[config.mk]
export PLATFORM = sky130hd
export DESIGN_NAME = rrf_blend
export DESIGN_NICKNAME = d
export VERILOG_FILES = /design/src/sv/rrf_pkg.sv /design/src/sv/rrf_blend.sv
export SDC_FILE = /design/constraint.sdc
export NUM_CORES = 1
export LEC_CHECK = 0
export BUFFER_PORTS_ARGS = -buffer_cell sky130_fd_sc_hd__buf_2
export CORE_MARGIN = 5
export CORE_UTILIZATION = 30
export CTS_CLUSTER_DIAMETER = 40
export CTS_CLUSTER_SIZE = 40
export DETAILED_ROUTE_END_ITERATION = 10
export GPL_ROUTABILITY_DRIVEN = 1
export PLACE_DENSITY = 0.49
export SYNTH_ARGS = -nofsm -noshare
export SYNTH_HDL_FRONTEND = slang
export SYNTH_SLANG_ARGS = --single-unit
[constraint.sdc]
create_clock -name clock -period 9.1 [get_ports clock]
set_input_delay 1.82 -clock clock [delete_from_list [all_inputs] [get_ports clock]]
set_output_delay 1.82 -clock clock [all_outputs]
set_load 0.005 [all_outputs]
[src/sv/rrf_pkg.sv]
// Package for the rounded rectangle alpha fill engine.
// Holds screen limits, field widths, register codes and the geometry struct.
// No dependencies; every other file of the block imports it.
package rrf_pkg;

   localparam int SCREEN_WIDTH  = 1024;
   localparam int SCREEN_HEIGHT = 768;

   localparam int COORD_W = 12;
   localparam int PIXEL_W = 24;
   localparam int CSR_IDX_W  = 3;
   localparam int CSR_DATA_W = 24;

   // Screen limits in 13 bits so a 4096 limit still fits.
   localparam logic [12:0] SCR_W_LIM = 13'(SCREEN_WIDTH);
   localparam logic [12:0] SCR_H_LIM = 13'(SCREEN_HEIGHT);

   typedef enum logic [CSR_IDX_W-1:0] {
      REG_RECT_LEFT     = 3'd0,
      REG_RECT_TOP      = 3'd1,
      REG_RECT_WIDTH    = 3'd2,
      REG_RECT_HEIGHT   = 3'd3,
      REG_CORNER_RADIUS = 3'd4,
      REG_FILL_COLOR    = 3'd5,
      REG_FILL_ALPHA    = 3'd6
   } csr_idx_type;

   typedef logic signed [15:0] edge_type;

   // Precomputed rectangle edges in screen coordinates.
   typedef struct packed {
      edge_type x_lo;     // left
      edge_type x_hi;     // left + width
      edge_type xb_lo;    // left + r
      edge_type xb_hi;    // left + width - r
      edge_type cx_far;   // left + width - r - 1
      edge_type y_lo;
      edge_type y_hi;
      edge_type yb_lo;
      edge_type yb_hi;
      edge_type cy_far;
   } geom_type;

endpackage

[src/sv/rrf_blend.sv]
// Color path of the fill engine: per channel multiply-add, then divide by 255.
// Depends on rrf_pkg; two register stages that advance on the shared enable.
module rrf_blend import rrf_pkg::*; (
   input  logic               clock,
   input  logic               adv,
   input  logic [PIXEL_W-1:0] dst,
   input  logic [PIXEL_W-1:0] src,
   input  logic [7:0]         alpha,
   output logic [PIXEL_W-1:0] blended
);

   logic [15:0] sum_in [3];
   logic [15:0] sum_ff [3];
   logic [16:0] rnd    [3];
   logic [7:0]  q_in   [3];
   logic [PIXEL_W-1:0] q_ff;
   logic [7:0]  inv_a;

   always_comb begin
      inv_a = 8'd255 - alpha;
      for (int c = 0; c < 3; c++) begin
         sum_in[c] = 16'(src[8*c +: 8]) * 16'(alpha) +
                     16'(dst[8*c +: 8]) * 16'(inv_a);
         // Exact floor(v / 255) for any v up to 255 * 255.
         rnd[c]  = 17'(sum_ff[c]) + 17'd1 + 17'(sum_ff[c][15:8]);
         q_in[c] = rnd[c][15:8];
      end
   end

   always_ff @(posedge clock) begin
      if (adv) begin
         for (int c = 0; c < 3; c++) begin
            sum_ff[c]      <= sum_in[c];
            q_ff[8*c +: 8] <= q_in[c];
         end
      end
   end

   assign blended = q_ff;

endmodule

=== After elaboration in Yosys (flattened, before gate mapping) ===
Memories as Yosys holds them, arrays and structs flattened.
Index checks and enable logic that the tools add are counted.

* Flip-flop bits (word level): 24
* Memory bits (writable): 48
* Bits of input ports: 58
* Output and inout port bits: 24
* Logic and storage cells: 20
* Memories: 1

* Add/subtract/negate cells: 10
* Multiply operators: 6
* Muxes and demuxes: 2

{| class="wikitable"
|+ Memory list
! memory !! depth !! width !! read ports !! clocked after Yosys merged registers in !! wr ports !! RTL line !! text
|-
| sum_ff || 3 || 16 || 3 || 0 || 3 || rrf_blend.sv:13 || <nowiki>logic [15:0] sum_ff [3];</nowiki>
|}

{| class="wikitable"
|+ Operators with widths
! kind !! number
|-
| $mul 8x8->16 || 6
|-
| $add 16x1->16 const B || 3
|-
| $add 16x16->16 || 3
|-
| $add 16x8->16 || 3
|-
| $sub 8x8->8 const A || 1
|-
| $mux 1 || 2
|}

=== Depth between registers and ports, before layout ===
* Word-level depth: 3
* Gate-level depth with buffers: 21
* Mapped depth without buffers: 19

=== Worst setup path after synthesis ===
No wires, ideal clock.

* Kind: input -> register
* Start point: input port alpha[7]
* End point: memory sum_ff[1][14], in the netlist sum_ff[0][30], data pin
* Setup time: 0.258 ns
* Arrival: 7.024 ns
* Data required time: 8.842 ns
* Path slack: 1.818 ns
* Cell stages on the path: 19
* Path buffers: 2
* Cells stage by stage: clkbuf_1 clkbuf_1 nand2_1 fa_1 fa_1 inv_1 fa_1 fa_1 fa_1 inv_1 fa_1 inv_1 ha_1 and3_1 a221oi_2 a21oi_2 a311o_1 a21oi_2 xnor2_1

{| class="wikitable"
|+ RTL lines
! what !! RTL line !! text
|-
| start: declaration || rrf_blend.sv:8 || <nowiki>input logic [7:0] alpha,</nowiki>
|-
| end: declaration || rrf_blend.sv:13 ||
|}

==> metrics.md <==
| Metric | Value |
|---|---|
| Final Cycle Share | 82.12% |
| HPWL after DPL | 30390 um |
| Number of global-route vias before repair | 12009 |
| Synth warnings | 0 |
| Worst slew pin tran | 0.9755 ns |
| Start point of the critical path | alpha[3] |
| Placed Area | 17360 sq um |
| Worst r2r path cells | 7 |
| Sink Count | 72 |
| Hold Path Class | flip-flop to flip-flop |
| Chip width | 242.1 um |
| Seq/Total Area, Yosys | 13.38% |
| Post_cts resized | 0 |
| Most common cell after layout, fill and taps aside | inv_1 |
| Max_cap viols | 0 |
| Final WS setup | 1.627 ns |
| Count of cell types in the netlist | 43 |
| Vias | 10959 |
| Hold_buf cts | 0 |
| Layout cells sized above 1 | 6.376% |
| WL/cell | 15.24 um |
| Cell Area, Synth | 16160 sq um |
| Die H | 242.1 um |
| Final Hold Vio Count | 0 |
| Post-CTS setup buffers | 0 |
| Remaining DRCs | 0 |
| Sw frac | 48.61% |
| WP data arrival | 7.58 ns |
| Pleak | 0.008749 uW |
| First-pass GRT wire length | 63360 um |
| Most frequent cells in the layout | inv_1, fa_1, ha_1 |
| Total CTS buffers | 9 |
| Htree depth | 3 |
| Pint | 3388 uW |
| Synth Area per Inst | 9.655 sq um |
| TNS Setup | 0 ns |
| Worst endpoint required time | 9.20 ns |
| Power share of the clock group | 6.0% |
| Flop pwr share | 14.2% |
| NetSw | 3205 uW |
| Layout area overhead | 9.437% |
| Core Area | 53600 sq um |
| Worst-skew pair later-pin latency | 0.36 ns |
| Status | finished, final reports clean |
| Pre-Repair DR Iteration Count | 6 |
| CTS clk-pin slew, worst paths | 0.06 ns |
| Final Setup Violations | 0 |
| Finished Cell Area | 17690 sq um |
| Clock Tree Root | clkbuf_16 |
| Critical path class | primary input to flip-flop |
| Tot Pwr | 6593 uW |
| RSZ-0062 raised after global routing | false |
| # rows | 85 |
| Worst setup SP type | primary input |
| Initial core utilization | 30.15% |
| Worst R2R Setup Slack | 6.74 ns |
| Number of enable flip-flop cells after synthesis | 72 |
| Total grt overflow | 0 |
| CTS tree | done |
| Initial DRC Count | 388 |
| ANT nets after route | 0 |
| Final Max Slew Viols | 0 |
| Final min period | 7.473 ns |
| Die ar. | 58610 sq um |
| Port Buffers | 81 |
| Final core utilization | 33.00% |
| F_max | 133.8 MHz |
| Comb pwr share | 79.8% |
| Vias per cell | 4.491 |
| Cell Pwr Density | 372.8 nW/um^2 |
| Hold wc startpoint | sum_ff[0][47]$_DFFE_PP_ |
| Max VDD drop | 0.2331 mV |
| Clock skew | 0.01255 ns |
| Endpoint of the worst register-to-register path | blended[7]$_DFFE_PP_ |
| Top_reg_cell synth | edfxtp_1 |
| Post-synthesis register bit count | 72 |
| GRT Total Usage | 13.28% |
| Num ports | 82 |
| Post-synthesis instance total | 1674 |
| Reg2reg start | sum_ff[0][10]$_DFFE_PP_ |
| Total wire length | 37190 um |
| Nets | 2289 |
| Crit path max fanout | 32 |
| Max clock buf depth | 2 |
| Endpoint class of the critical path | flip-flop |
| Dpl ws | 1.246 ns |
| Routability-driven placement congestion ratio | 0.7784 |
| Rel. slew slack | 34.97% |
| Ys async rst share | 0% |
| Hold depth | 1 |
| Largest net degree at the start of global routing | 73 |
| Endpoint, Worst Hold | blended[23]$_DFFE_PP_ |
| Initial antenna violation count | 4 |
power by group through the flow:
stage / Combinational [uW] / Sequential, uW / Clock [uW]
floorplan: 4150 / 907 / 0
CTS: 5360 / 942 / 413
global placement: 5250 / 946 / 0
finish: 5260 / 939 / 393
detailed placement: 5330 / 949 / 0
global route: 6150 / 959 / 424
critical path: stages:
cell,delay (ns)
buf_2,0.57
buf_4,0.36
nand2_1,0.10
fa_1,0.47
fa_1,0.54
inv_1,0.05
fa_1,0.49
fa_1,0.51
fa_1,0.49
inv_1,0.05
fa_1,0.47
inv_1,0.04
ha_1,0.33
a2111oi_0,0.44
o21ai_0,0.22
a31o_2,0.27
nand2_1,0.08
a21oi_1,0.08
xnor2_1,0.15
synthesized netlist by cell type, drive strengths merged, types with 12 or more instances:
master | n | share of area [%]
inv | 412 | 9.6
clkbuf | 40 | 0.93
nor2b | 137 | 5.3
a21o | 15 | 0.70
nor2 | 32 | 0.74
ha | 207 | 16
edfxtp | 72 | 13
nand2 | 99 | 2.3
o21ai | 26 | 0.81
xnor2 | 53 | 2.9
xor2 | 12 | 0.65
nand2b | 59 | 2.3
a21oi | 39 | 1.3
nand3 | 14 | 0.43
fa | 288 | 36
and2 | 111 | 4.3
state kept, by name, summed over array words and instances (netlist names):
name	cells
blended	24
sum_ff	48
per-layer routing:
metal | track usage (%) | vias up | share of wire (%)
met3 | 1.578 | 35 | 3.0
met2 | 22.48 | 173 | 48
met1 | 18.24 | 5562 | 47
met5 | 0 | - | 0
li1 | - | 5189 | -
met4 | 3.239 | 0 | 1.8
stage by stage:
stage / hold slack, ns / instances
floorplan: 0.5541 / 1676
global placement: 0.5923 / 2421
detailed placement: 0.5878 / 2421
CTS: 0.6074 / 2437
global route: 0.6189 / 2440
finish: 0.6080 / 2440
final cells by class:
| type | instances | area (sq um) |
|---|---|---|
| clock buffer | 10 | 229.0 |
| fill | 5536 | 35910 |
| tap | 696 | 870.8 |
| timing repair buffer | 89 | 467.9 |
| multi-input combinational | 1152 | 12310 |
| inverter | 412 | 1546 |
| antenna | 3 | 7.507 |
| sequential | 72 | 2162 |
| clock inverter | 6 | 92.59 |
worst max path at each step:
stage                                   end  slack (ns)  cells past startpoint
CTS                 sum_ff[0][31]$_DFFE_PP_        1.64                     16
finish              sum_ff[0][47]$_DFFE_PP_        1.63                     19
detailed placement  sum_ff[0][31]$_DFFE_PP_        1.25                     16
global route        sum_ff[0][47]$_DFFE_PP_        1.33                     19
floorplan           sum_ff[0][30]$_DFFE_PP_        1.82                     19
global placement    sum_ff[0][13]$_DFFE_PP_        1.37                     20
logic make-up (layout without fill, tap and decap cells):
group / after synthesis / in the layout / share of synthesized area, %
DFF: 72 / 72 / 13.38
and+or+nand+nor: 476 / 476 / 16.37
other: 1 / 6 / 0.02320
muxes: 3 / 3 / 0.2090
buffers and inverters: 452 / 517 / 10.50
xor gates and xnor gates: 65 / 65 / 3.523
AOI/OAI and AO/OA: 110 / 110 / 4.304
adders and majority gates: 495 / 495 / 51.70
Note: power is estimated with default switching activity, not from simulation.
