**config.mk**
```make
export PLATFORM = sky130hd
export DESIGN_NAME = rrf_cover
export DESIGN_NICKNAME = d
export VERILOG_FILES = /design/src/sv/rrf_pkg.sv /design/src/sv/rrf_cover.sv
export SDC_FILE = /design/constraint.sdc
export NUM_CORES = 1
export LEC_CHECK = 0
export BUFFER_PORTS_ARGS = -buffer_cell sky130_fd_sc_hd__buf_2
export CORE_ASPECT_RATIO = 0.75
export CORE_UTILIZATION = 49
export CTS_CLUSTER_SIZE = 14
export DETAILED_ROUTE_END_ITERATION = 12
export PLACE_DENSITY = 0.73
export RECOVER_POWER = 25
export SLEW_MARGIN = 20
export SYNTH_ARGS = -nofsm -noshare
export SYNTH_HDL_FRONTEND = slang
export SYNTH_SLANG_ARGS = --single-unit
```
**constraint.sdc**
```tcl
create_clock -name clock -period 5.1 [get_ports clock]
set_input_delay 0.51 -clock clock [delete_from_list [all_inputs] [get_ports clock]]
set_output_delay 0.51 -clock clock [all_outputs]
set_load 0.1 [all_outputs]
```
**src/sv/rrf_pkg.sv**
```systemverilog
// Package for the rounded rectangle alpha fill engine.
// Holds screen limits, field widths, register codes and the geometry struct.
// No dependencies; every other file of the block imports it.
package rrf_pkg;

   localparam int SCREEN_WIDTH  = 1024;
   localparam int SCREEN_HEIGHT = 768;

   localparam int COORD_W = 12;
   localparam int PIXEL_W = 24;
   localparam int CSR_IDX_W  = 3;
   localparam int CSR_DATA_W = 24;

   // Screen limits in 13 bits so a 4096 limit still fits.
   localparam logic [12:0] SCR_W_LIM = 13'(SCREEN_WIDTH);
   localparam logic [12:0] SCR_H_LIM = 13'(SCREEN_HEIGHT);

   typedef enum logic [CSR_IDX_W-1:0] {
      REG_RECT_LEFT     = 3'd0,
      REG_RECT_TOP      = 3'd1,
      REG_RECT_WIDTH    = 3'd2,
      REG_RECT_HEIGHT   = 3'd3,
      REG_CORNER_RADIUS = 3'd4,
      REG_FILL_COLOR    = 3'd5,
      REG_FILL_ALPHA    = 3'd6
   } csr_idx_type;

   typedef logic signed [15:0] edge_type;

   // Precomputed rectangle edges in screen coordinates.
   typedef struct packed {
      edge_type x_lo;     // left
      edge_type x_hi;     // left + width
      edge_type xb_lo;    // left + r
      edge_type xb_hi;    // left + width - r
      edge_type cx_far;   // left + width - r - 1
      edge_type y_lo;
      edge_type y_hi;
      edge_type yb_lo;
      edge_type yb_hi;
      edge_type cy_far;
   } geom_type;

endpackage

```
**src/sv/rrf_cover.sv**
```systemverilog
// Coverage pipeline of the fill engine: edge compares, corner squares, distance test.
// Depends on rrf_pkg; three register stages that advance on the shared enable.
module rrf_cover import rrf_pkg::*; (
   input  logic               clock,
   input  logic               adv,
   input  logic [COORD_W-1:0] pix_x,
   input  logic [COORD_W-1:0] pix_y,
   input  geom_type           geom,
   input  logic [23:0]        radius_sq,
   output logic               covered
);

   edge_type    pxs, pys, cx, cy, dx, dy, adx, ady;
   logic        onscr, inbox_in, band_in;

   logic        inbox_b_ff, band_b_ff;
   logic [11:0] adx_b_ff, ady_b_ff;
   logic        inbox_c_ff, band_c_ff;
   logic [23:0] dx2_c_ff, dy2_c_ff, dx2_in, dy2_in;
   logic        cov_d_ff, cov_in;
   logic [24:0] dist_sum;

   // Stage B: box, band and corner offsets.
   always_comb begin
      pxs = edge_type'({4'b0000, pix_x});
      pys = edge_type'({4'b0000, pix_y});
      onscr = ({1'b0, pix_x} < SCR_W_LIM) && ({1'b0, pix_y} < SCR_H_LIM);
      inbox_in = onscr && (pxs >= geom.x_lo) && (pxs < geom.x_hi) &&
                 (pys >= geom.y_lo) && (pys < geom.y_hi);
      band_in = ((pxs >= geom.xb_lo) && (pxs < geom.xb_hi)) ||
                ((pys >= geom.yb_lo) && (pys < geom.yb_hi));
      cx  = (pxs < geom.xb_lo) ? geom.xb_lo : geom.cx_far;
      cy  = (pys < geom.yb_lo) ? geom.yb_lo : geom.cy_far;
      dx  = pxs - cx;
      dy  = pys - cy;
      adx = dx[15] ? -dx : dx;
      ady = dy[15] ? -dy : dy;
   end

   // Stage C: squares. Within a corner the offsets never exceed the radius.
   always_comb begin
      dx2_in = 24'(adx_b_ff) * 24'(adx_b_ff);
      dy2_in = 24'(ady_b_ff) * 24'(ady_b_ff);
   end

   // Stage D: distance against radius squared.
   always_comb begin
      dist_sum = {1'b0, dx2_c_ff} + {1'b0, dy2_c_ff};
      cov_in   = inbox_c_ff && (band_c_ff || (dist_sum <= {1'b0, radius_sq}));
   end

   always_ff @(posedge clock) begin
      if (adv) begin
         inbox_b_ff <= inbox_in;
         band_b_ff  <= band_in;
         adx_b_ff   <= adx[11:0];
         ady_b_ff   <= ady[11:0];
         inbox_c_ff <= inbox_b_ff;
         band_c_ff  <= band_b_ff;
         dx2_c_ff   <= dx2_in;
         dy2_c_ff   <= dy2_in;
         cov_d_ff   <= cov_in;
      end
   end

   assign covered = cov_d_ff;

endmodule

```
# Word-level counts from Yosys, hierarchy flattened
# Index checks and enable logic that the tools add are counted.
dict set report word_totals {
  elab_cells 43
  register_bits 77
  inputBits 210
  output_inout_bits 1
}
dict set report classes {
  n_mul 2
  magnitude_cmp 13
  mux 4
  reduce_logical 10
  add_sub_neg 5
}
# operator n
set op_table {}
lappend op_table {{$lt A13 B16 Y1} 6}
lappend op_table {{$ge A13 B16 Y1} 4}
lappend op_table {{$mul A12 B12 Y24} 2}
lappend op_table {{$mux W16} 2}
lappend op_table {{$sub A13 B16 Y16} 2}
lappend op_table {{$add A24 B24 Y25} 1}
lappend op_table {{$le A25 B24 Y1} 1}
lappend op_table {{$mux W12} 2}
lappend op_table {{$neg A12 Y12} 2}
lappend op_table {{$lt A12 B10 Y1 const B} 1}
lappend op_table {{$lt A12 B11 Y1 const B} 1}
lappend op_table {{$logic_and A1 B1 Y1} 8}
lappend op_table {{$logic_or A1 B1 Y1} 2}

# Longest topological paths before layout
dict set report logic_depth {
  word_depth 6
  depth_mapped 23
}

# Worst setup path before layout
# No wires, ideal clock.
dict set report synth_timing {
  path_kind {register -> register}
  start {register ady_b_ff[2]}
  end {register dy2_c_ff[20] (data pin)}
  t_required_ns 4.842
  t_arrival_ns 5.259
  path_buffers 1
  setup_ns 0.258
  setup_slack_ns -0.417
  path_stages_with_launch 22
  path_cell_list {edfxtp_1 -> clkbuf_1 -> and2_1 -> fa_1 -> inv_1 -> fa_1 -> inv_1 -> fa_1 -> fa_1 -> inv_1 -> fa_1 -> inv_1 -> ha_1 -> a21o_1 -> a21o_1 -> a21o_1 -> nand3_1 -> nand2_1 -> a211oi_1 -> o21bai_1 -> a21oi_1 -> xnor2_1}
}
dict set report synth_via {
  elab_chain_len 1
}
# item line_no
set synth_rtl {}
lappend synth_rtl {{from (decl)} rrf_cover.sv:17} ;# logic [11:0] adx_b_ff, ady_b_ff;
lappend synth_rtl {{from (signal assigned)} rrf_cover.sv:57} ;# ady_b_ff <= ady[11:0];
lappend synth_rtl {{$mul A12 B12 Y24} rrf_cover.sv:43} ;# dy2_in = 24'(ady_b_ff) * 24'(ady_b_ff);
lappend synth_rtl {{net dy2_in[20]} rrf_cover.sv:19} ;# logic [23:0] dx2_c_ff, dy2_c_ff, dx2_in, dy2_in;
lappend synth_rtl {{to (signal assigned)} rrf_cover.sv:61} ;# dy2_c_ff <= dy2_in;
lappend synth_rtl {{to (decl)} rrf_cover.sv:19}
# The timed path passes the listed nets, and every way through them passes these cells.
# A chain may end at the register's enable or synchronous reset.

# Final worst setup path
dict set report layout_timing {
  start {register adx_b_ff[2]}
  end {register dx2_c_ff[23] (data pin)}
}
dict set report layout_via {
  elab_chain_len 1
}
# item line_no
set layout_rtl {}
lappend layout_rtl {{from (decl)} rrf_cover.sv:17}
lappend layout_rtl {{from (signal assigned)} rrf_cover.sv:56} ;# adx_b_ff <= adx[11:0];
lappend layout_rtl {{$mul A12 B12 Y24} rrf_cover.sv:42} ;# dx2_in = 24'(adx_b_ff) * 24'(adx_b_ff);
lappend layout_rtl {{net dx2_in[23]} rrf_cover.sv:19}
lappend layout_rtl {{to (signal assigned)} rrf_cover.sv:60} ;# dx2_c_ff <= dx2_in;
lappend layout_rtl {{to (decl)} rrf_cover.sv:19}
# The timed path passes the listed nets, and every way through them passes these cells.

==> out/qor.yml <==
track_usage: 0.232
synth_edf_count: 75
skew_ns: 0.0116
dp_hpwl_um: 31800
fp.dieArea_um2: 33000
critPathRequiredTime_ns: 5.20
violations: "setup timing"
timing.rr.end: "dx2_c_ff[23]"
grt_pass1_vias: 13500
wl_met3_um: 1760
place.gp.congestion: 0.918
wl_met2_um: 18200
ys_warn_count: 0
synth_top_area_share: 0.221
fmaxAchievable_ghz: 0.189
htreeDepth: 3
core_area_um2: 31500
fillers: 2693
detail-route-antenna-nets: 0
detail_route.drc_violations: 0
drive_above_1_share: 0.244
yosys-top-cells-count: "429 x inv_1, 280 x ha_1, 166 x fa_1"
cp_max_fo: 6
io_pins: 211
syn_area_um2: 15800
num_rows: 56
timing.setup.tns_ns: -0.739
relSlewSlack: 0.326
cts_tree: "built"
hold_violations: 0
wl_per_cell_um: 14.7
rsz0062_at_grt: "true"
grt_max_degree: 76
rrSetupSlack_ns: -0.19
cap_violations: 0
setup_ws_ns: -0.189
fin_crit_sh: 1.04
start_util: 0.502
gr-total-overflow: 0
min_delay_path_depth: 0
post-synth-top-count-cell: "inv_1"
synthCells: 1811
syn_to_final_growth_pct: 22.7
clockBufferDepth: 2
die_h_um: 158
synth_top_cell_by_area: "ha_1"
ys_ff_latch: 75
grt_first_pass_wirelength_um: 61900
tightest_slew_ns: 1.01
vias_per_cell: 5.17
synth_area_leaders: "ha_1 22%, fa_1 21%, edfxtp_1 14%, inv_1 10%, xnor2_1 3.8%"
drtIter0Drc: 614
status: "complete, but fails checks"
cts_made_buffers: 9
wl_met1_um: 17300
synthesis.nets: 2467
detailedRoute.firstPassIterationCount: 5
portBuffers: 210
pre_cts_slack_ns: -0.246
die_x_um: 210
whs_endpoint: "inbox_c_ff"
cts-root-buf: "clkbuf_16"
layout_min_cycle_time_ns: 5.29
nNetsFinal: 2820
slew_viol_final: 0
hold_path_class: "flip-flop to flip-flop"
clkSlewWorstSetupHoldPaths_ns: 0.07
antenna_found_initial: 3
cts.sinks: 75
r2r-start: "adx_b_ff[2]"
dr.max_layer_used: "met4"
via_count: 13300
clock_latency_ns: 0.35
synth.avg_cell_area_um2: 8.74
drt_wl_total_um: 38000
ys.flop_type: "edfxtp_1"
post-route-util: 0.616
arrival_ns: 5.39
whs_ns: 0.420
crit_type: "flip-flop to flip-flop"
reg2regPathDepth: 20
endpoint_kind: "flip-flop"
min-delay-start: "inbox_b_ff"
synth.distinct_cells: 69
synthArstFlopShare: 0
seq_area_frac_synth: 0.142
critPathLaunchType: "flip-flop"
setup_violations: 8
[per-layer routing]
layer | GRT usage | vias to the layer above
li1 | - | 6595
met1 | 0.300 | 6396
met2 | 0.409 | 299
met3 | 0.0331 | 52
met4 | 0.0612 | 0
met5 | 0 | -
[cells in the final DEF (no fill, tap or decap), types with 22 or more instances in the layout]
cell,instances
inv_2,25
o21ai_0,41
a21oi_1,89
fa_1,159
buf_2,209
nand2_1,75
nor3_1,35
ha_1,264
buf_6,22
and2_1,64
xor2_1,32
edfxtp_1,75
xnor2_1,68
nor2b_1,22
buf_4,141
nor2_1,104
inv_1,404
a21o_1,49
[flip-flops by register name (all words and copies together), names as in the netlist]
register and count:
inbox_b_ff 1, band_c_ff 1, inbox_c_ff 1, adx_b_ff 12
ady_b_ff 12, covered 1, dx2_c_ff 23, dy2_c_ff 23
band_b_ff 1
[how the worst max path moves through the flow]
| stage | start | depth (start not counted) | slack, ns | to |
|---|---|---|---|---|
| after floorplan | ady_b_ff[6] | 20 | -0.01 | dy2_c_ff[20] |
| after global placement | adx_b_ff[3] | 20 | -0.1 | dx2_c_ff[23] |
| after detailed placement | adx_b_ff[3] | 18 | -0.25 | dx2_c_ff[23] |
| after CTS | adx_b_ff[3] | 21 | -0.15 | dx2_c_ff[22] |
| after global routing | adx_b_ff[2] | 20 | -0.38 | dx2_c_ff[23] |
| final | adx_b_ff[2] | 20 | -0.19 | dx2_c_ff[23] |
[timing repair]
action / 4_1_cts / 5_1_grt
gates cloned: 0 / 1
hold buffers: 0 / 0
buffers inserted: 32 / 22
resized for setup: 50 / 82
setup endpoints to repair: 12 / 24
pin swaps: 57 / 86
[cells by family (layout without fill, tap and decap cells)]
group	after synthesis	in the layout	share of synthesized area
AND/OR/NAND/NOR	417	417	0.131
adder cells (fa/ha/maj)	446	446	0.431
AO/OA/AOI/OAI	303	303	0.124
other	0	4	0
flip-flops	75	75	0.142
multiplexers	7	7	0.00490
XOR/XNOR	101	101	0.0559
buffers and inverters	462	820	0.110
[worst max-delay path, cell delays in order, from the launching register on]
cell and delay, ns:
edfxtp_1 0.52, and2_4 0.21, fa_1 0.53, inv_1 0.06, fa_1 0.52, inv_1 0.05, fa_1 0.51, fa_1 0.53
inv_1 0.05, fa_1 0.51, inv_2 0.05, ha_4 0.24, a21o_1 0.17, a21oi_2 0.14, o21ai_1 0.13, a21oi_2 0.21
o221ai_2 0.15, o21ai_1 0.15, nand2b_1 0.09, a21oi_2 0.15, xor2_1 0.08
[metrics by stage]
stage | cells | cell area [um2]
2_1_floorplan | 1811 | 16100
3_3_place_gp | 2505 | 18200
3_5_place_dp | 2505 | 18200
4_1_cts | 2553 | 18900
5_1_grt | 2578 | 19400
6_report | 2579 | 19400
[layout make-up]
| cell class | instances | area, um2 | share of cell area |
|---|---|---|---|
| multi-input combinational | 1274 | 12400 | 0.636 |
| timing repair buffer | 375 | 2400 | 0.123 |
| sequential | 75 | 2250 | 0.116 |
| inverter | 429 | 1610 | 0.0829 |
| tap | 406 | 508 | 0.0262 |
| clock buffer | 9 | 225 | 0.0116 |
| clock inverter | 7 | 60.1 | 0.00309 |
| antenna | 4 | 10.0 | 0.000515 |
Power is not shown: default switching activity piles up to over one toggle a cycle in this logic, so the estimate is an artifact.
