--- src/sv/rrf_pkg.sv ---
// Package for the rounded rectangle alpha fill engine.
// Holds screen limits, field widths, register codes and the geometry struct.
// No dependencies; every other file of the block imports it.
package rrf_pkg;

   localparam int SCREEN_WIDTH  = 1024;
   localparam int SCREEN_HEIGHT = 768;

   localparam int COORD_W = 12;
   localparam int PIXEL_W = 24;
   localparam int CSR_IDX_W  = 3;
   localparam int CSR_DATA_W = 24;

   // Screen limits in 13 bits so a 4096 limit still fits.
   localparam logic [12:0] SCR_W_LIM = 13'(SCREEN_WIDTH);
   localparam logic [12:0] SCR_H_LIM = 13'(SCREEN_HEIGHT);

   typedef enum logic [CSR_IDX_W-1:0] {
      REG_RECT_LEFT     = 3'd0,
      REG_RECT_TOP      = 3'd1,
      REG_RECT_WIDTH    = 3'd2,
      REG_RECT_HEIGHT   = 3'd3,
      REG_CORNER_RADIUS = 3'd4,
      REG_FILL_COLOR    = 3'd5,
      REG_FILL_ALPHA    = 3'd6
   } csr_idx_type;

   typedef logic signed [15:0] edge_type;

   // Precomputed rectangle edges in screen coordinates.
   typedef struct packed {
      edge_type x_lo;     // left
      edge_type x_hi;     // left + width
      edge_type xb_lo;    // left + r
      edge_type xb_hi;    // left + width - r
      edge_type cx_far;   // left + width - r - 1
      edge_type y_lo;
      edge_type y_hi;
      edge_type yb_lo;
      edge_type yb_hi;
      edge_type cy_far;
   } geom_type;

endpackage

--- src/sv/rrf_cfg.sv ---
// Configuration registers of the fill engine and the derived rectangle edges.
// Depends on rrf_pkg.
module rrf_cfg import rrf_pkg::*; (
   input  logic                  clock,
   input  logic                  reset,
   input  logic                  csr_we,
   input  logic [CSR_IDX_W-1:0]  csr_index,
   input  logic [CSR_DATA_W-1:0] csr_wdata,
   output geom_type              geom,
   output logic [23:0]           radius_sq,
   output logic [PIXEL_W-1:0]    fill_color,
   output logic [7:0]            fill_alpha
);

   logic [12:0] left_ff, left_in;
   logic [12:0] top_ff, top_in;
   logic [12:0] width_ff, width_in;
   logic [12:0] height_ff, height_in;
   logic [11:0] radius_ff, radius_in;
   logic [23:0] color_ff, color_in;
   logic [7:0]  alpha_ff, alpha_in;

   logic [11:0] r0, r1, r2;
   logic [11:0] reff_ff;
   logic [23:0] rr_ff, rr_in;
   geom_type    geom_ff, geom_in;
   edge_type    xs, ys, ws, hs, rs;

   always_comb begin
      left_in   = left_ff;
      top_in    = top_ff;
      width_in  = width_ff;
      height_in = height_ff;
      radius_in = radius_ff;
      color_in  = color_ff;
      alpha_in  = alpha_ff;
      if (csr_we) begin
         case (csr_idx_type'(csr_index))
            REG_RECT_LEFT:     left_in   = csr_wdata[12:0];
            REG_RECT_TOP:      top_in    = csr_wdata[12:0];
            REG_RECT_WIDTH:    width_in  = csr_wdata[12:0];
            REG_RECT_HEIGHT:   height_in = csr_wdata[12:0];
            REG_CORNER_RADIUS: radius_in = csr_wdata[11:0];
            REG_FILL_COLOR:    color_in  = csr_wdata[23:0];
            REG_FILL_ALPHA:    alpha_in  = csr_wdata[7:0];
            default: ;
         endcase
      end
   end

   always_ff @(posedge clock) begin
      if (reset) begin
         left_ff   <= '0;
         top_ff    <= '0;
         width_ff  <= '0;
         height_ff <= '0;
         radius_ff <= 12'd1;
         color_ff  <= '0;
         alpha_ff  <= 8'd255;
      end else begin
         left_ff   <= left_in;
         top_ff    <= top_in;
         width_ff  <= width_in;
         height_ff <= height_in;
         radius_ff <= radius_in;
         color_ff  <= color_in;
         alpha_ff  <= alpha_in;
      end
   end

   // Radius: at least one, then no more than half the width and half the height.
   always_comb begin
      r0 = (radius_ff == 12'd0) ? 12'd1 : radius_ff;
      r1 = ({r0, 1'b0} > width_ff) ? width_ff[12:1] : r0;
      r2 = ({r1, 1'b0} > height_ff) ? height_ff[12:1] : r1;

      xs = edge_type'($signed({{3{left_ff[12]}}, left_ff}));
      ys = edge_type'($signed({{3{top_ff[12]}}, top_ff}));
      ws = edge_type'({3'b000, width_ff});
      hs = edge_type'({3'b000, height_ff});
      rs = edge_type'({4'b0000, r2});

      geom_in.x_lo   = xs;
      geom_in.x_hi   = xs + ws;
      geom_in.xb_lo  = xs + rs;
      geom_in.xb_hi  = xs + ws - rs;
      geom_in.cx_far = xs + ws - rs - 16'sd1;
      geom_in.y_lo   = ys;
      geom_in.y_hi   = ys + hs;
      geom_in.yb_lo  = ys + rs;
      geom_in.yb_hi  = ys + hs - rs;
      geom_in.cy_far = ys + hs - rs - 16'sd1;

      rr_in = 24'(reff_ff) * 24'(reff_ff);
   end

   always_ff @(posedge clock) begin
      geom_ff <= geom_in;
      reff_ff <= r2;
      rr_ff   <= rr_in;
   end

   assign geom       = geom_ff;
   assign radius_sq  = rr_ff;
   assign fill_color = color_ff;
   assign fill_alpha = alpha_ff;

endmodule

--- config.mk ---
export PLATFORM = sky130hd
export DESIGN_NAME = rrf_cfg
export DESIGN_NICKNAME = d
export VERILOG_FILES = /design/src/sv/rrf_pkg.sv /design/src/sv/rrf_cfg.sv
export SDC_FILE = /design/constraint.sdc
export NUM_CORES = 1
export LEC_CHECK = 0
export ABC_AREA = 1
export BUFFER_PORTS_ARGS = -buffer_cell sky130_fd_sc_hd__buf_2
export CAP_MARGIN = 20
export CORE_MARGIN = 5
export CORE_UTILIZATION = 58
export DETAILED_ROUTE_END_ITERATION = 6
export GPL_TIMING_DRIVEN = 0
export PLACE_DENSITY = 0.79
export SYNTH_ARGS = -nofsm -noshare
export SYNTH_HDL_FRONTEND = slang
export SYNTH_SLANG_ARGS = --single-unit
export TNS_END_PERCENT = 100
--- constraint.sdc ---
create_clock -name clock -period 6.7 [get_ports clock]
set_input_delay 1.005 -clock clock [delete_from_list [all_inputs] [get_ports clock]]
set_output_delay 1.005 -clock clock [all_outputs]
set_load 0.1 [all_outputs]
# Word-level counts from Yosys, hierarchy flattened
# Index checks and enable logic that the tools add are counted.
# classes
n_addsub,8
n_mul,1
n_div,0
order_cmp,2
eq_ne,6
shift,0
n_mux,3
bitwise,0
reduce_logical,9
# ops
op,n
two-way mux 12 bit,3
subtractor 15 x 13 -> 16 bit,2
subtractor 16 x 2 -> 16 bit (second input constant),2
adder 13 x 14 -> 15 bit,2
adder 13 x 13 -> 14 bit,2
> comparator 13 bit,2
multiplier 12 x 12 -> 24 bit,1
AND reduction 2 bit,7
logical NOT 12 bit,1
equality test 3 bit (second input constant),3
equality test 3 x 2 -> 1 bit (second input constant),2
equality test 3 x 1 -> 1 bit (second input constant),1
logical NOT 3 bit,1
# totals
ff_bits,280
latch_bits,0
ramBits,0
romBits,0
in_bits,30
mem_count,0

# Longest topological paths before layout
# Gate-level depths: netlist of the first run.
# depth
word_depth,8
depth_mapped,43

# Worst setup path after synthesis of the first run
# No wires, ideal clock.
# synth_timing
path_kind,register to register
start,register radius_ff[7]
end,register geom_ff (netlist bit geom[14])
setup_time_ns,0.109
arrival_ns,5.682
required_ns,6.591
slack_ns,0.909
stages_incl_launch_ff,41
path_buffers,2
period_less_slack_ns,5.791
path_cell_list,dfxtp_1 > or4_1 > inv_1 > a31oi_1 > inv_1 > ha_1 > nand2_1 > nor2_1 > a211oi_1 > o21ai_1 > nand3_1 > nand2_1 > nand2_1 > clkbuf_1 > nand2_1 > o21ai_0 > ha_1 > a21o_1 > (+5 left out) > clkbuf_1 > o21ai_0 > ha_1 > inv_1 > fa_1 > inv_1 > ha_1 > inv_1 > nor2_2 > nand3_2 > nor2_4 > nand3_4 > nor2_4 > nand4_2 > nor2_1 > nand3_1 > nand2_1 > inv_1
# synth_lines
element,line,source
from (decl),rrf_cfg.sv:19,"logic [11:0] radius_ff, radius_in;"
from (signal assigned),rrf_cfg.sv:65,radius_ff <= radius_in;
to (signal assigned),rrf_cfg.sv:98,geom_ff <= geom_in;
to (decl),rrf_cfg.sv:26,"geom_type geom_ff, geom_in;"

==> results of run 1 <==
## layout by cell type (no fill, tap or decap), drive strengths merged, types with 2 or more instances in the layout
master    netlist  final
a211oi          3      3
a21boi          2      2
a21o            5      5
a21oi         121    121
a31oi          16     16
and2            3      3
buf            16    265
bufinv          0      2
clkbuf         50     89
clkinv          0      3
clkinvlp        0      2
dfxtp         279    279
fa             84     84
ha            159    159
inv           321    321
nand2         409    409
nand3         100    100
nand3b          5      5
nand4          21     21
nor2          221    221
nor3            5      5
nor4            2      2
o2111ai         4      4
o21ai         148    148
o21bai          7      7
o221ai          2      2
o31ai           3      3
xnor2          28     28
xor2           61     61
## final cells by class
type	count	area (µm²)	area share [%]
Clock inverter	7	93.8	0.486
Inverter	321	1200	6.24
Multi-Input combinational cell	1419	9570	49.6
Tap cell	384	480	2.49
Timing Repair Buffer	247	1240	6.44
Sequential cell	279	5590	28.9
Clock buffer	41	811	4.20
Buffer	66	315	1.63
## report_power, final
part           internal [mW]  total [mW]  switching (mW)
Combinational          0.757        4.12            3.36
Clock                  0.910        1.55           0.637
Sequential              1.99        2.10           0.113
Total                   3.65        7.77            4.11
## cells by family (layout without fill, tap and decap cells)
| family | after synthesis | count (layout) | synth area share, % |
|---|---|---|---|
| AO/OA/AOI/OAI | 315 | 315 | 10.2 |
| XOR/XNOR | 89 | 89 | 4.92 |
| adder cells (fa/ha/maj) | 243 | 243 | 22.1 |
| buffers and inverters | 387 | 682 | 9.05 |
| flip-flops | 279 | 279 | 33.6 |
| multiplexers | 1 | 1 | 0.0678 |
| other | 1 | 1 | 0.0226 |
| AND/OR/NAND/NOR | 770 | 770 | 20.0 |
## registers in the layout (all words and copies together), names as in the netlist
name and flops:
geom 148, radius_sq 23, top_ff 13, left_ff 13, reff_ff 12, height_ff 13
radius_ff 12, fill_color 24, fill_alpha 8, width_ff 13
## worst max-delay path: cells and delay by family, from the launching register on
family,cells,cell delay (ns)
buffers and inverters,6,0.85
DFF,1,0.40
and+or+nand+nor,17,2.06
AOI/OAI and AO/OA,9,1.83
adders and majority gates,3,0.99
## timing repair
| action | CTS | global route |
|---|---|---|
| setup buffers | 0 | 2 |
| gates cloned | 0 | 0 |
| pin swaps | 0 | 1 |
| endpoints found under the hold margin | 0 | 0 |
| gates resized for setup | 4 | 35 |
| setup endpoints to repair | 13 | 26 |
## metrics by stage
stage	std cells	setup TNS (ns)	setup WS (ns)
after floorplan	2085	0	0.909
after global placement	2713	-6.11	-0.527
after detailed placement	2714	-1.56	-0.314
after CTS	2762	0	0.0450
after global routing	2764	0	0.00117
final	2764	0	0.522
## final timing paths
kind	startpoint	to	slack, ns
max	radius_ff[3]$_SDFFE_PP0P_	geom[13]$_DFF_P_	0.52
min	reff_ff[0]$_DFF_P_	radius_sq[0]$_DFF_P_	0.42
max reg2reg	radius_ff[3]$_SDFFE_PP0P_	geom[13]$_DFF_P_	0.52
min reg2reg	reff_ff[0]$_DFF_P_	radius_sq[0]$_DFF_P_	0.42
## Yosys cell counts (all sizes together) (5+ instances only)
master / instances
a21o: 5
xor2: 61
buf: 16
nand4: 21
inv: 321
o21bai: 7
nand3b: 5
clkbuf: 50
a21oi: 121
xnor2: 28
nand2: 409
nand3: 100
o21ai: 148
a31oi: 16
nor2: 221
nor3: 5
dfxtp: 279
fa: 84
ha: 159
## metal layers
layer,routed length (µm),vias to the layer above
li1,-,7165
met1,19100,6821
met2,21300,544
met3,3400,97
met4,1440,0
met5,0,-
==> results.md, run 1 <==
- Status: finished clean
- Hold slack: 0.417 ns
- Yosys cell types: 53
- Global routing's busiest layer: met2
- Gr usage total: 27.9%
- Post-synthesis sequential area ratio: 33.6%
- Worst Reg-to-Reg Cells: 35
- GRT overflow: 0
- Leakage power: 10.8 nW
- DRT Pass-1 Iters: 5
- Vias in the first global route: 14500
- Main flop type after synthesis: dfxtp_1
- Final nets: 2636
- First DRT Iteration DRCs: 1005
- Clock Pin Slew Worst Setup and Hold Paths: 0.06 ns
- # setup viols final: 0
- Routing usage on met1: 35.9%
- RSZ-0062 raised after global routing: false
- Peak supply drop: 0.401 mV
- IO Count: 246
- GP Congestion: 0.949
- Top post-synthesis cells by area: dfxtp_1, ha_1, fa_1, nand2_1, inv_1
- Die X: 179 µm
- Clock Tree Root: clkbuf_16
- Hold_buf cts: 0
- Number of max-cap violations: 0
- Die Area: 0.0321 mm²
- Worst-path maximum fanout: 10
- Max-slew headroom: 42.0%
- Setup Skew: 0.0126 ns
- Synth Instances: 2085
- Clock latency on the worst-skew pair: 0.54 ns
- Initial antenna violation count: 0
- Via count: 14600
- Initial Util: 58.4%
- Fraction of layout cells with a size suffix above 1: 16.1%
- CP Launch Type: flop
- DP Wirelength: 36.8 mm
- Minimum clock period: 6.18 ns
- Fraction of registers with async set/reset: 0%
- Post-route ant nets: 0
- Routed len/inst: 16.4 µm
- Cell with the largest stage delay on the worst path: a21oi_1
- CP arrival: 6.66 ns
- TritonCTS Sinks: 279
- # fillers: 2390
- CTS Buf Count: 29
- Row cnt: 62
- Htree depth: 1
- Number of synthesized register bits: 279
- Mapped Area: 0.0166 mm²
- IO Port Bufs: 244
- Worst Max-Slew Pin Slew: 0.861 ns
- Largest net degree at the start of global routing: 14
- Crit share post-route: 92.2%
- Critical Path Max Stage Delay: 0.46 ns
- Met2 Use GR: 48.1%
- DIE HEIGHT: 179 µm
- Power Density: 402 mW/mm²
- Hold/Removal Path Class: flop to flop
- FMAX: 162 MHz
- Net Count, Synth: 2358
- First-pass GRT wire length: 71.9 mm
- Synthesized area per cell: 7.97 µm²
- Crit Path Category: flop to flop
- Post-synth top area cell: dfxtp_1
- Min-Delay Path Depth: 0
- Core Area: 0.0285 mm²
- # diodes: 0
- Critical path endpoint category: flop
- Clock Tree Buf Depth: 3
- Final hold vios: 0
- Core Util, Final: 67.8%
- Final Instance Area: 0.0193 mm²
- Required @ worst endpoint: 7.18 ns
- Final wirelength: 45.3 mm
- Ys Warns: 0
- Via density: 5.29
- CP most frequent cell: nand2_1
- Synth top area share: 33.6%
- CTS tree: built
- Layout area overhead: 16.2%
- Placed Area: 0.0183 mm²
- Total power: 7.77 mW
- Post-synth EDFFs: 0
- Drc violations: 0
- GRT met3 Usage: 4.64%
- Max-slew violation count: 0
Power figures use the tool's default switching activity.
==> run 2: changes to the inputs <==
--- a/config.mk
+++ b/config.mk
@@ -9,10 +9,11 @@
 export BUFFER_PORTS_ARGS = -buffer_cell sky130_fd_sc_hd__buf_2
 export CAP_MARGIN = 20
 export CORE_MARGIN = 5
-export CORE_UTILIZATION = 58
+export CORE_UTILIZATION = 60
+export CTS_BUF_LIST = sky130_fd_sc_hd__clkbuf_4
 export DETAILED_ROUTE_END_ITERATION = 6
 export GPL_TIMING_DRIVEN = 0
-export PLACE_DENSITY = 0.79
+export PLACE_DENSITY = 0.83
 export SYNTH_ARGS = -nofsm -noshare
 export SYNTH_HDL_FRONTEND = slang
 export SYNTH_SLANG_ARGS = --single-unit
==> results.md, run 2 (synthesized netlist as in run 1, its figures left out) <==
- Status: finished clean (unchanged)
- Initial antenna violation count: 1 (was 0)
- CP most frequent cell: inv_1 (was nand2_1)
- Hold_sp: top_ff[4]$_SDFFE_PP0P_ (was reff_ff[0]$_DFF_P_)
- Family with the most delay on the worst path: simple AND/OR/NAND/NOR gates (unchanged)
- Max-slew headroom: 43.0% (was 42.0%)
- Crit Path Category: flop to flop (unchanged)
- Worst Slack Setup Final: 0.512 ns (was 0.522 ns)
- TritonCTS Sinks: 279 (unchanged)
- Critical path endpoint category: flop (unchanged)
- Die X: 176 µm (was 179 µm)
- Minimum clock period: 6.19 ns (was 6.18 ns)
- Via density: 5.31 (was 5.29)
- First DRT Iteration DRCs: 1055 (was 1005)
- Gr usage total: 29.2% (was 27.9%)
- Hold/Removal Path Class: flop to flop (unchanged)
- Max FFs per register: 148 (unchanged)
- Vias in the first global route: 15000 (was 14500)
- Layout area overhead: 16.7% (was 16.2%)
- CTS Buf Count: 70 (was 29)
- Die Area: 0.0311 mm² (was 0.0321 mm²)
- CP arrival: 6.78 ns (was 6.66 ns)
- Clock Tree Root: clkbuf_4 (was clkbuf_16)
- # setup viols final: 0 (unchanged)
- IO Count: 246 (unchanged)
- DIE HEIGHT: 176 µm (was 179 µm)
- Critical R2R Launch: radius_ff[7]$_SDFFE_PP0P_ (was radius_ff[3]$_SDFFE_PP0P_)
- # fillers: 2249 (was 2390)
- Final nets: 2682 (was 2636)
- Cell with the largest stage delay on the worst path: or4_1 (was a21oi_1)
- Most frequent cells in the layout: nand2_1, inv_1, dfxtp_1 (unchanged)
- DRT Pass-1 Iters: 6 (was 5)
- Largest net degree at the start of global routing: 11 (was 14)
- Initial Util: 60.3% (was 58.4%)
- Most common cell after layout, fill and taps aside: nand2_1 (unchanged)
- Max-slew violation count: 0 (unchanged)
- Power Density: 399 mW/mm² (was 402 mW/mm²)
- DP Wirelength: 36.6 mm (was 36.8 mm)
- Setup Skew: 0.0398 ns (was 0.0126 ns)
- Core Area: 0.0276 mm² (was 0.0285 mm²)
- Clock Tree Buf Depth: 3 (unchanged)
- Drc violations: 0 (unchanged)
- Worst Max-Slew Pin Slew: 0.845 ns (was 0.861 ns)
- Required @ worst endpoint: 7.29 ns (was 7.18 ns)
- Crit share post-route: 92.4% (was 92.2%)
- IO Port Bufs: 244 (unchanged)
- Worst-path maximum fanout: 10 (unchanged)
- Min-Delay Path Depth: 0 (unchanged)
- First-pass GRT wire length: 73.7 mm (was 71.9 mm)
- Via count: 15100 (was 14600)
- Htree depth: 3 (was 1)
- Buf/Inv on CP: 10 (was 6)
- Critical R2R Capture: geom[14]$_DFF_P_ (was geom[13]$_DFF_P_)
- Final wirelength: 45.9 mm (was 45.3 mm)
- CTS tree: built (unchanged)
- CP Launch Type: flop (unchanged)
- Leakage power: 10.9 nW (was 10.8 nW)
- CP Depth: 42 (was 35)
- Clock latency on the worst-skew pair: 0.70 ns (was 0.54 ns)
- Hold EP: geom[68]$_DFF_P_ (was radius_sq[0]$_DFF_P_)
- Worst Reg-to-Reg Cells: 42 (was 35)
- Post-route ant nets: 0 (unchanged)
- Clock Pin Slew Worst Setup and Hold Paths: 0.07 ns (was 0.06 ns)
- Number of max-cap violations: 0 (unchanged)
- FMAX: 162 MHz (about the same)
- Final hold vios: 0 (unchanged)
- Hold slack: 0.408 ns (was 0.417 ns)
- Flop2flop setup slack: 0.51 ns (was 0.52 ns)
- Critical Path Max Stage Delay: 0.52 ns (was 0.46 ns)
- Pre-CTS setup slack: -0.516 ns (was -0.314 ns)
- GRT overflow: 0 (unchanged)
- GP Congestion: 0.968 (was 0.949)
- Peak supply drop: 0.421 mV (was 0.401 mV)
- Fraction of layout cells with a size suffix above 1: 18.8% (was 16.1%)
- Total power: 7.74 mW (was 7.77 mW)
- Routed len/inst: 16.2 µm (was 16.4 µm)
- Row cnt: 61 (was 62)
-- run 2: cell types whose count changed in the layout (fill, tap and decap cells not counted), sizes merged --
cell | before | now
buf | 265 | 272
bufinv | 2 | 3
clkbuf | 89 | 143
clkinv | 3 | 16
diode | 0 | 1
inv | 321 | 323
-- run 2: through the flow --
step | cells | util [%] | setup TNS, ns | cell area, µm²
2_1_floorplan | 2085 | - | 0 | 16600
3_3_place_gp | 2707 | 66.4 | -3.11 | 18300
3_5_place_dp | 2708 | 66.5 | -5.76 | 18300
4_1_cts | 2828 | 69.8 | 0 | 19200
5_1_grt | 2836 | 70.4 | -0.0225 | 19400
6_report | 2836 | 70.4 | 0 | 19400
-- run 2: where the power goes --
part / switching (mW) / leakage [nW] / total, mW / internal, mW
clock network: 0.687 / 0.525 / 1.47 / 0.785
logic: 3.39 / 8.08 / 4.16 / 0.771
registers: 0.116 / 2.29 / 2.10 / 1.99
total: 4.19 / 10.9 / 7.74 / 3.54
-- run 2: how the worst max path moves through the flow --
stage | end | startpoint | slack (ns)
floorplan | geom[14]$_DFF_P_ | radius_ff[7]$_SDFFE_PP0P_ | 0.91
global placement | geom[14]$_DFF_P_ | radius_ff[7]$_SDFFE_PP0P_ | -0.36
detailed placement | geom[14]$_DFF_P_ | radius_ff[7]$_SDFFE_PP0P_ | -0.52
CTS | geom[14]$_DFF_P_ | radius_ff[7]$_SDFFE_PP0P_ | 0.04
global route | geom[94]$_DFF_P_ | radius_ff[7]$_SDFFE_PP0P_ | -0.02
finish | geom[14]$_DFF_P_ | radius_ff[7]$_SDFFE_PP0P_ | 0.51
-- run 2: layout make-up --
type	count	area (µm²)	share of cell area, %
Clock inverter	23	174	0.897
Multi-Input combinational cell	1419	9620	49.6
Buffer	66	315	1.63
Antenna cell	1	2.50	0.0129
Clock buffer	97	728	3.75
Tap cell	378	473	2.44
Sequential cell	279	5590	28.8
Timing Repair Buffer	252	1290	6.67
Inverter	321	1200	6.21
-- run 2: repair_timing --
| action | in CTS | in global routing |
|---|---|---|
| resized for setup | 5 | 48 |
| setup buffers | 0 | 7 |
| endpoints found under the hold margin | 0 | 0 |
| pin swaps | 0 | 4 |
| endpoints found under the setup margin | 24 | 44 |
| hold buffers | 0 | 0 |
-- run 2: worst reg2reg max path, delay by kind of cell (launching register included) --
family | cells | cell delay (ns)
simple gates | 18 | 2.30
fa+ha+maj | 5 | 1.31
compound gates | 9 | 1.11
buf+inv | 10 | 1.04
flops | 1 | 0.35
-- run 2: per-layer routing --
metal	share of wire, %	vias up	track usage (%)
li1	-	7306	-
met1	40	6991	36.4
met2	47	643	49.6
met3	8.3	130	6.30
met4	3.9	0	11.8
met5	0	-	0
==> run 3: changes to the inputs <==
--- a/config.mk
+++ b/config.mk
@@ -14,6 +14,7 @@
 export DETAILED_ROUTE_END_ITERATION = 6
 export GPL_TIMING_DRIVEN = 0
 export PLACE_DENSITY = 0.83
+export SKIP_CTS_REPAIR_TIMING = 1
 export SYNTH_ARGS = -nofsm -noshare
 export SYNTH_HDL_FRONTEND = slang
 export SYNTH_SLANG_ARGS = --single-unit
==> constraint.sdc (replaced) <==
create_clock -name clock -period 6.7 [get_ports clock]
set_input_delay 1.34 -clock clock [delete_from_list [all_inputs] [get_ports clock]]
set_output_delay 1.34 -clock clock [all_outputs]
set_load 0.1 [all_outputs]
==> results.md, run 3 (synthesized netlist as in run 1, its figures left out) <==
- Cell with the largest stage delay on the worst path: or4_1 (unchanged)
- Buf/Inv on CP: 5 (was 10)
- Final Instance Area: 0.0193 mm² (was 0.0194 mm²)
- Max-slew violation count: 0 (unchanged)
- Flop2flop setup slack: 0.40 ns (was 0.51 ns)
- First-pass GRT wire length: 73.7 mm (about the same)
- Clock Pin Slew Worst Setup and Hold Paths: 0.07 ns (about the same)
- IO Port Bufs: 244 (unchanged)
- Final nets: 2677 (was 2682)
- Largest net degree at the start of global routing: 11 (unchanged)
- CTS Buf Count: 70 (unchanged)
- Seq. cell area: 0.00559 mm² (unchanged)
- Drc violations: 0 (unchanged)
- CP Depth: 38 (was 42)
- Required @ worst endpoint: 7.28 ns (was 7.29 ns)
- Critical path endpoint category: flop (unchanged)
- Critical R2R Launch: radius_ff[7]$_SDFFE_PP0P_ (unchanged)
- Final wirelength: 45.9 mm (about the same)
- Vias in the first global route: 15000 (about the same)
- Crit Path Category: flop to flop (unchanged)
- CP arrival: 6.88 ns (was 6.78 ns)
- Clock latency on the worst-skew pair: 0.70 ns (about the same)
- Worst Reg-to-Reg Cells: 38 (was 42)
- Leakage power: 10.9 nW (about the same)
- Clock Tree Root: clkbuf_4 (unchanged)
- Die X: 176 µm (unchanged)
- Final hold vios: 0 (unchanged)
- Core Area: 0.0276 mm² (unchanged)
- DRT Pass-1 Iters: 6 (unchanged)
- Via count: 15100 (about the same)
- Htree depth: 3 (unchanged)
- DP Cell Count: 2708 (unchanged)
- Minimum clock period: 6.30 ns (was 6.19 ns)
- Routed len/inst: 16.2 µm (about the same)
- Worst Max-Slew Pin Slew: 0.846 ns (was 0.845 ns)
- Crit share post-route: 94.0% (was 92.4%)
- DP Wirelength: 36.6 mm (unchanged)
- GP Congestion: 0.968 (unchanged)
- Row cnt: 61 (unchanged)
- Fraction of layout cells with a size suffix above 1: 18.4% (was 18.8%)
- # setup viols final: 0 (unchanged)
- Worst Slack Setup Final: 0.403 ns (was 0.512 ns)
- Worst-path maximum fanout: 10 (unchanged)
- Family with the most delay on the worst path: simple AND/OR/NAND/NOR gates (unchanged)
- FMAX: 159 MHz (was 162 MHz)
- Clock power share: 19.1% (was 19.0%)
- P_sw: 4.19 mW (about the same)
- Critical R2R Capture: geom[94]$_DFF_P_ (was geom[14]$_DFF_P_)
- Switching Share: 54.3% (was 54.2%)
- Max-slew headroom: 43.0% (about the same)
- CP endpoint: geom[94]$_DFF_P_ (was geom[14]$_DFF_P_)
- Number of max-cap violations: 0 (unchanged)
- Die Area: 0.0311 mm² (unchanged)
- Placed Area: 0.0183 mm² (unchanged)
- GRT overflow: 0 (unchanged)
- CTS tree: built (unchanged)
- Clock Tree Buf Depth: 3 (unchanged)
- Peak supply drop: 0.421 mV (about the same)
- Most frequent cells in the layout: nand2_1, inv_1, dfxtp_1 (unchanged)
- Initial Util: 60.3% (unchanged)
- TritonCTS Sinks: 279 (unchanged)
- Power Density: 399 mW/mm² (about the same)
- Combinational power share: 53.7% (was 53.8%)
- Status: finished clean (unchanged)
- Pint: 3.53 mW (was 3.54 mW)
- Flop pwr share: 27.3% (was 27.2%)
- Worst setup path start: radius_ff[7]$_SDFFE_PP0P_ (unchanged)
- Setup TNS: 0 ns (unchanged)
- Hold slack: 0.416 ns (was 0.408 ns)
- Critical Path Max Stage Delay: 0.52 ns (about the same)
- IO Count: 246 (unchanged)
- Setup Skew: 0.0364 ns (was 0.0398 ns)
- Final non-filler cell total: 2832 (was 2836)
- Multi-input logic area: 0.00959 mm² (was 0.00962 mm²)
- RSZ-0062 raised after global routing: true
- CP Launch Type: flop (unchanged)
- Post-route ant nets: 0 (unchanged)
- Most common cell after layout, fill and taps aside: nand2_1 (unchanged)
- DIE HEIGHT: 176 µm (unchanged)
- Max FFs per register: 148 (unchanged)
- Layout area overhead: 16.3% (was 16.7%)
- # fillers: 2269 (was 2249)
- Pre-CTS setup slack: -0.516 ns (unchanged)
- Gr usage total: 29.2% (unchanged)
- CP most frequent cell: nand2_1 (was inv_1)
- Via density: 5.33 (was 5.31)
- First DRT Iteration DRCs: 1069 (was 1055)
- Hold/Removal Path Class: flop to flop (unchanged)
- Initial antenna violation count: 1 (unchanged)
run 3: cell count changes in the layout (fill, tap and decap cells not counted), sizes merged:
| cell | change |
|---|---|
| diode | +1 |
| buf | -6 |
| clkbuf | +1 |
run 3: final cells by class:
| class | instances | area share (%) |
|---|---|---|
| multi-input cells | 1419 | 49.6 |
| flip-flops and latches | 279 | 28.9 |
| clock buffers | 97 | 3.77 |
| repair buffers | 247 | 6.44 |
| inverters | 321 | 6.24 |
| well taps | 378 | 2.45 |
| clock inverters | 23 | 0.900 |
| diodes | 2 | 0.0259 |
| plain buffers | 66 | 1.63 |
run 3: through the flow:
step | total power [mW] | util, %
3_3_place_gp | 6.14 | 66.4
6_report | 7.72 | 70.1
2_1_floorplan | 5.50 | -
4_1_cts | 7.68 | 69.7
3_5_place_dp | 6.20 | 66.5
5_1_grt | 8.11 | 70.1
run 3: worst min-delay path by stage:
stage	cells after the start	startpoint	slack, ns	end
finish	0	top_ff[4]$_SDFFE_PP0P_	0.42	geom[68]$_DFF_P_
global placement	0	top_ff[4]$_SDFFE_PP0P_	0.40	geom[68]$_DFF_P_
CTS	0	top_ff[3]$_SDFFE_PP0P_	0.40	geom[67]$_DFF_P_
global route	0	top_ff[3]$_SDFFE_PP0P_	0.42	geom[67]$_DFF_P_
floorplan	0	reff_ff[0]$_DFF_P_	0.36	radius_sq[0]$_DFF_P_
detailed placement	0	top_ff[4]$_SDFFE_PP0P_	0.40	geom[68]$_DFF_P_
run 3: per-layer routing:
metal | wire length (µm) | part of all wire, % | global-route usage, %
met2 | 21600 | 47 | 49.5
met4 | 1930 | 4.2 | 12.0
met1 | 18300 | 40 | 36.4
met5 | 0 | 0 | 0
met3 | 4020 | 8.8 | 6.30
run 3: power by group through the flow:
stage / clock [mW] / sequential [mW] / combinational (mW)
6_report: 1.47 / 2.10 / 4.14
2_1_floorplan: 0 / 4.21 / 1.29
5_1_grt: 1.60 / 2.13 / 4.38
3_5_place_dp: 0 / 2.14 / 4.06
4_1_cts: 1.50 / 2.10 / 4.07
3_3_place_gp: 0 / 2.13 / 4.01
